### config.mk
export PLATFORM = sky130hd
export DESIGN_NAME = cfe_div
export DESIGN_NICKNAME = d
export VERILOG_FILES = /design/src/sv/cfe_pkg.sv /design/src/sv/cfe_div.sv
export SDC_FILE = /design/constraint.sdc
export NUM_CORES = 2
export LEC_CHECK = 0
export BUFFER_PORTS_ARGS = -buffer_cell sky130_fd_sc_hd__buf_2
export CAP_MARGIN = 20
export CORE_UTILIZATION = 40
export DETAILED_ROUTE_END_ITERATION = 8
export GPL_ROUTABILITY_DRIVEN = 0
export SLEW_MARGIN = 10
export SYNTH_ARGS = -nofsm -noshare
export SYNTH_HDL_FRONTEND = slang
export SYNTH_SLANG_ARGS = --single-unit
### constraint.sdc
create_clock -name i_clk -period 4.9 [get_ports i_clk]
set_input_delay 0.49 -clock i_clk [delete_from_list [all_inputs] [get_ports i_clk]]
set_output_delay 0.49 -clock i_clk [all_outputs]
set_load 0.05 [all_outputs]
### src/sv/cfe_pkg.sv
// Shared types, constants and fixed-point helpers for the cross field encoder.
// No dependencies; imported by the top level, cfe_isqrt and cfe_div.
`timescale 1ns / 1ps

package cfe_pkg;

    // Fraction bits of the normal, the tangent axes and the result.
    localparam int FRACTION_BITS = 14;
    // Magnitude limit after a group shrink is 2^SHRINK_BITS.
    localparam int SHRINK_BITS = 30;
    // Unit value of the result format.
    localparam logic signed [15:0] RESULT_ONE = 16'sd16384;
    // Configuration register indexes.
    localparam logic [1:0] REG_EPSILON = 2'd0;

    // Flags and magnitudes that travel with an item through the back end.
    typedef struct packed {
        logic        inv;
        logic        zero;
        logic        sx;
        logic        sy;
        logic [29:0] mx;
        logic [29:0] my;
    } t_side;

    // Magnitude of a signed 64-bit value.
    function automatic logic [63:0] f_mag(input logic signed [63:0] v);
        return v[63] ? 64'(-v) : 64'(v);
    endfunction

    // Smallest right shift that brings a group's largest magnitude below the limit.
    // The bit length of the OR of all magnitudes equals that of the largest one.
    function automatic logic [5:0] f_shamt(input logic [63:0] orv);
        logic [6:0] blen;
        blen = 7'd0;
        for (int i = 0; i < 64; i++) begin
            if (orv[i]) begin
                blen = 7'(i + 1);
            end
        end
        if (blen > 7'(SHRINK_BITS)) begin
            return 6'(blen - 7'(SHRINK_BITS));
        end
        return 6'd0;
    endfunction

    // Shift a magnitude right and put the sign back, truncating toward zero.
    function automatic logic signed [30:0] f_shrink(input logic signed [63:0] v,
                                                    input logic [5:0] s);
        logic [63:0]        m;
        logic signed [30:0] ms;
        m  = f_mag(v) >> s;
        ms = $signed(m[30:0]);
        return v[63] ? -ms : ms;
    endfunction

endpackage

### src/sv/cfe_div.sv
// Pipelined restoring divider that scales both components by 1/length with rounding.
// Depends on cfe_pkg for the sideband type.
`timescale 1ns / 1ps

module cfe_div
    import cfe_pkg::*;
(
    input  logic        i_clk,
    input  logic        i_rst_n,
    input  logic        i_en,
    input  logic        i_vld,
    input  logic [30:0] i_len,
    input  t_side       i_side,
    output logic        o_vld,
    output logic [14:0] o_q_cos,
    output logic [14:0] o_q_sin,
    output t_side       o_side
);

    logic [46:0] r_rc   [0:15];
    logic [46:0] r_rs   [0:15];
    logic [14:0] r_qc   [0:15];
    logic [14:0] r_qs   [0:15];
    logic [31:0] r_d    [0:15];
    t_side       r_side [0:15];
    logic [15:0] r_vld;
    logic [46:0] n_rc   [1:15];
    logic [46:0] n_rs   [1:15];
    logic [14:0] n_qc   [1:15];
    logic [14:0] n_qs   [1:15];
    logic [30:0] w_len;

    // A zero length is treated as one.
    assign w_len = (i_len == '0) ? 31'd1 : i_len;

    // One quotient bit per stage, most significant first.
    always_comb begin
        logic [46:0] dsh;
        for (int j = 0; j < 15; j++) begin
            dsh = 47'(r_d[j]) << (14 - j);
            if (r_rc[j] >= dsh) begin
                n_rc[j + 1] = r_rc[j] - dsh;
                n_qc[j + 1] = {r_qc[j][13:0], 1'b1};
            end else begin
                n_rc[j + 1] = r_rc[j];
                n_qc[j + 1] = {r_qc[j][13:0], 1'b0};
            end
            if (r_rs[j] >= dsh) begin
                n_rs[j + 1] = r_rs[j] - dsh;
                n_qs[j + 1] = {r_qs[j][13:0], 1'b1};
            end else begin
                n_rs[j + 1] = r_rs[j];
                n_qs[j + 1] = {r_qs[j][13:0], 1'b0};
            end
        end
    end

    always_ff @(posedge i_clk) begin
        if (!i_rst_n) begin
            r_vld <= '0;
        end else if (i_en) begin
            r_vld <= {r_vld[14:0], i_vld};
        end
    end

    // Stage zero forms (m * 2^(F+1) + len) over (2 * len).
    always_ff @(posedge i_clk) begin
        if (i_en) begin
            r_rc[0]   <= (47'(i_side.mx) << (FRACTION_BITS + 1)) + 47'(w_len);
            r_rs[0]   <= (47'(i_side.my) << (FRACTION_BITS + 1)) + 47'(w_len);
            r_qc[0]   <= '0;
            r_qs[0]   <= '0;
            r_d[0]    <= {w_len, 1'b0};
            r_side[0] <= i_side;
            for (int j = 1; j < 16; j++) begin
                r_rc[j]   <= n_rc[j];
                r_rs[j]   <= n_rs[j];
                r_qc[j]   <= n_qc[j];
                r_qs[j]   <= n_qs[j];
                r_d[j]    <= r_d[j - 1];
                r_side[j] <= r_side[j - 1];
            end
        end
    end

    assign o_vld   = r_vld[15];
    assign o_q_cos = r_qc[15];
    assign o_q_sin = r_qs[15];
    assign o_side  = r_side[15];

endmodule

== Word-level counts from Yosys, hierarchy flattened ==
Memory sizes are Yosys's and may differ from the RTL's.
Index checks and enable logic that the tools add are counted.

* Bits in writable memories: 3520
* Latch bits: 0
* Flip-flop bits (word level): 16
* Input port bits: 99
* Memories kept: 6
* Memory bits (read-only): 0
* Word-level logic and storage cells: 133

* Shift-type cells: 0
* Reductions and logical operators: 1
* Add/sub/neg operators: 32
* Bitwise logic cells: 0
* Multipliers: 0
* Eq/ne operators: 0
* Div/mod/pow operators: 0
* Muxes and demuxes: 63
* Order comparisons: 30

{| class="wikitable"
|+ Memories
! memory !! depth !! bits a word !! rd ports !! clocked after Yosys merged registers in !! write ports !! RTL line !! source
|-
| r_side || 16 || 64 || 16 || 0 || 16 || cfe_div.sv:25 || <nowiki>t_side r_side [0:15];</nowiki>
|-
| r_rc || 16 || 47 || 15 || 0 || 16 || cfe_div.sv:20 || <nowiki>logic [46:0] r_rc [0:15];</nowiki>
|-
| r_rs || 16 || 47 || 15 || 0 || 16 || cfe_div.sv:21 || <nowiki>logic [46:0] r_rs [0:15];</nowiki>
|-
| r_d || 16 || 32 || 15 || 0 || 16 || cfe_div.sv:24 || <nowiki>logic [31:0] r_d [0:15];</nowiki>
|-
| r_qc || 16 || 15 || 16 || 0 || 16 || cfe_div.sv:22 || <nowiki>logic [14:0] r_qc [0:15];</nowiki>
|-
| r_qs || 16 || 15 || 16 || 0 || 16 || cfe_div.sv:23 || <nowiki>logic [14:0] r_qs [0:15];</nowiki>
|}

{| class="wikitable"
|+ Operators by type and width
! kind !! number
|-
| 47-bit 2-to-1 mux || 30
|-
| 47-bit by 32-bit >= comparator with 1-bit output || 2
|-
| 47-bit by 33-bit >= comparator with 1-bit output || 2
|-
| 47-bit by 34-bit >= comparator with 1-bit output || 2
|-
| 47-bit by 35-bit >= comparator with 1-bit output || 2
|-
| 47-bit by 36-bit >= comparator with 1-bit output || 2
|-
| 47-bit by 37-bit >= comparator with 1-bit output || 2
|-
| 47-bit by 38-bit >= comparator with 1-bit output || 2
|-
| 47-bit by 39-bit >= comparator with 1-bit output || 2
|-
| 47-bit by 40-bit >= comparator with 1-bit output || 2
|-
| 47-bit by 41-bit >= comparator with 1-bit output || 2
|-
| 47-bit by 42-bit >= comparator with 1-bit output || 2
|-
| 47-bit by 43-bit >= comparator with 1-bit output || 2
|-
| 47-bit by 44-bit >= comparator with 1-bit output || 2
|-
| 47-bit by 45-bit >= comparator with 1-bit output || 2
|-
| 47-bit by 46-bit >= comparator with 1-bit output || 2
|-
| 47-bit by 32-bit subtractor with 47-bit output || 2
|-
| 47-bit by 33-bit subtractor with 47-bit output || 2
|-
| 47-bit by 34-bit subtractor with 47-bit output || 2
|-
| 47-bit by 35-bit subtractor with 47-bit output || 2
|-
| 47-bit by 36-bit subtractor with 47-bit output || 2
|-
| 47-bit by 37-bit subtractor with 47-bit output || 2
|-
| 47-bit by 38-bit subtractor with 47-bit output || 2
|-
| 47-bit by 39-bit subtractor with 47-bit output || 2
|-
| other kinds (11) || 50
|}

== Logic depth before layout (Yosys ltp) ==
* Word-level depth: 3
* Gate-level depth with buffers: 16

== Worst setup path before layout ==
OpenSTA, ideal clock, no wires.

* Path type: reg2reg
* Start: mem r_rc[2][13], in the netlist r_rc[0][107]
* End: mem r_rc[3][17], in the netlist r_rc[0][158], data pin
* Data required time: 4640 ps
* Setup slack: 1263 ps
* Period minus slack after synthesis: 3637 ps
* Arrival time: 3377 ps
* Setup time: 260 ps
* Buffers on the path: 1
* Cell stages (with the launch flop): 15
* Path through: edfxtp_1 inv_1 ha_1 fa_1 nor2b_1 o21a_1 o21ai_1 a2111oi_1 o21a_1 a31oi_1 nor2b_1 nor3_1 o311ai_1 buf_2 mux2_2

{| class="wikitable"
|+ RTL lines
! element !! RTL line
|-
| start: declaration || cfe_div.sv:20
|}

==> run_results.csv <==
group,metric,value,unit
synthesis,synth_cell_types,102,
floorplanning,rows,224,
clocking,clock-sinks,2885,
floorplanning,die_h,615,um
synthesis,async_flop_share,0,%
placement,portBuffers,193,
outcome,status,"complete, no violations",
setup_path,r2r-start,"r_rc[0][107]",
clocking,cts_tree,"done",
synthesis,synth_top_cells_by_area,"edfxtp_1 57%, ha_1 7.9%, a21oi_1 3.8%",
timing,worst_pin_slew,1.18,ns
clocking,clock_latency,0.95,ns
setup_path,crit_path_start_kind,"register",
route,num_vias,100000,
setup_path,r2r-end,"r_rc[0][159]",
floorplanning,initial_core_util,40.3,%
synthesis,yosysWarnings,0,
timing,slew_headroom,21.5,%
final_layout,final_common_cell,"edfxtp_1",
timing,fin_skew,0.0584,ns
global_route,grtUsageMet3,2.88,%
global_route,grt_util_all_layers,19.8,%
global_route,grt_max_degree,190,
placement,placed_area,158000,um2
synthesis,synth_area,150000,um2
synthesis,synth_largest_area_cell,"edfxtp_1",
final_layout,drive_gt1_share,7.66,%
hold_path,holdPathStages,2,
route,antenna_left,0,
power,ir_worst_vdd,0.000280,V
timing,clock.fmax,0.222,GHz
synthesis,yosysSeqAreaShare,57.5,%
clocking,htreeDepth,5,
route,dr.pass1.iters,6,
setup_path,crit_required,5.56,ns
flow_run,drv_cap,0,
power,power_density,589,nW/um2
setup_path,reg2reg_setup_slack,0.39,ns
global_route,top_usage_layer,"met2",
clocking,path_clk_slew,0.06,ns
setup_path,crit_fanout,21,
synthesis,synth_top_area_share,57.3,%
floorplanning,die_w,615,um
final_layout,area_growth,12.4,%
setup_path,r2r.worst_path.cells,15,
setup_path,critPathKind,"register to register",
synthesis,ys_ff_latch,2885,
hold_path,min_from,"i_side[36]",
global_route,grt_pass1_vias,96500,
final_layout,final_nets,14300,
setup_path,critPathCaptureType,"register",
power,total_power,0.0996,W
timing,fin_crit_sh,92.1,%
global_route,grt_use_met2,33.7,%
route,via_per_inst,5.43,
global_route,antenna_found_initial,27,
route,wire_per_inst,21.0,um
timing,finalHoldViolCount,0,
synthesis,syn-num-nets,13900,
global_route,grt_util_met1,25.5,%
power,p_leak,64.3,nW
floorplanning,die-area,378000,um2
timing,slew_violations,0,
setup_path,critPathArrivalTime,5.17,ns
clocking,clockRootBuffer,"clkbuf_16",
route,drc,0,
timing,fin_setup_tns,0,ns
timing,rsz0062_at_grt,"false",
synthesis,synthCells,12800,
global_route,grt-ovfl-total,0,
timing,finalWorstPathRequiredPeriod,4.51,ns
timing,finalSetupViolations,0,
floorplanning,io_pins,194,
synthesis,synth_edf_count,2869,
final_layout,finish.instance_area,169000,um2
route,wirelength,388000,um
hold_path,hold_end,"r_side[0][36]",
synthesis,avgSynthCellArea,11.7,um2
global_route,grt_pass1_wl,581000,um
placement,dp_hpwl,299000,um
route,drtIter0Drc,9034,
final_layout,final_cell_mix,"2,869 x edfxtp_1, 1,130 x a21oi_1, 1,093 x nand2_1, 947 x ha_1, 886 x o21ai_0",
hold_path,hp-class,"primary input to register",
floorplanning,core,373000,um2
synthesis,synth-main-ff-cell,"edfxtp_1",
clocking,cts.path.max_buffers,4,
clocking,cts-buffers-inserted,312,
-- layer usage --
layer / vias to the layer above / part of all wire [%]
li1: 48800 / -
met1: 47900 / 42
met2: 2947 / 48
met3: 688 / 5.6
met4: 10 / 4.3
met5: - / 0.019
-- synth_stat cells (111+ instances only) --
master / number
nand4_1: 187
o21ai_0: 887
inv_1: 697
o21a_1: 133
xor2_1: 437
nor4_1: 139
nand2_1: 1093
clkbuf_1: 309
edfxtp_1: 2869
o21bai_1: 111
nor2_1: 831
nand2b_1: 153
nor3_1: 172
ha_1: 947
a21oi_1: 1133
nor2b_1: 150
nand3_1: 215
a21o_1: 500
xnor2_1: 551
mux2_2: 111
-- per-stage QoR --
| step | hold slack (ns) | cells | util, % | setup slack, ns |
|---|---|---|---|---|
| 2_1_floorplan | 0.400 | 12800 | - | 1.26 |
| 3_3_place_gp | 0.400 | 17800 | 42.3 | 0.508 |
| 3_5_place_dp | 0.405 | 17800 | 42.3 | 0.476 |
| 4_1_cts | 0.203 | 18500 | 45.3 | 0.422 |
| 5_1_grt | 0.234 | 18500 | 45.3 | 0.0844 |
| 6_report | 0.279 | 18500 | 45.3 | 0.389 |
-- critical path, cell delays in order (launching register included) --
cell	delay, ns
edfxtp_1	0.51
inv_1	0.21
ha_1	0.30
fa_1	0.42
nor2b_1	0.15
o21a_1	0.15
o21ai_1	0.12
a2111oi_1	0.38
buf_4	0.19
o21a_1	0.19
a31oi_1	0.15
nor2b_1	0.13
nor3_1	0.10
o311ai_4	0.59
buf_12	0.24
mux2_2	0.38
-- kinds of logic after synthesis --
kind of cell	Yosys count	share of synthesized area, %
compound gates	3438	14.1
xor+xnor	988	5.75
fa+ha+maj	977	8.28
buf+inv	1074	2.72
flops	2885	57.5
mux	138	1.01
simple gates	3344	10.6
-- power breakdown --
group	total, W	switching (W)	leakage [nW]	internal [W]
Combinational	0.0380	0.0225	31.5	0.0155
Sequential	0.0385	0.00401	28.0	0.0345
Clock	0.0231	0.00983	4.84	0.0133
Total	0.0996	0.0363	64.3	0.0633
-- worst max path at each step --
stage | start | endpoint | cells past startpoint
final | r_rc[0][107] | r_rc[0][159] | 15
after global routing | r_rc[1][191] | r_rc[1][274] | 16
after CTS | r_rc[0][199] | r_rc[0][265] | 15
after detailed placement | r_rc[0][199] | r_rc[0][265] | 15
after global placement | r_rc[0][199] | r_rc[0][265] | 15
after floorplan | r_rc[0][107] | r_rc[0][158] | 14
-- area by class of cell --
cell class              count  area (um2)
diodes                      4        10.0
clock inverters           190        1910
fillers                 34300      204000
well taps                4972        6220
repair buffers            457        3650
flip-flops and latches   2885       86500
clock buffers             377        8160
multi-input cells        8885       60000
inverters                 702        2640
-- timing repair --
action                                  in CTS  in global routing
gates resized for setup                      0                  1
setup buffers                                0                  0
endpoints found under the hold margin      158                  0
endpoints found under the setup margin       0                  1
hold buffers                                99                  0
-- registers in the layout, summed over array words and instances, names as in the netlist --
name,flops
r_d,346
r_vld,16
r_side,1024
r_qc,120
r_rc,689
r_qs,120
r_rs,570
Power figures use the tool's default switching activity.
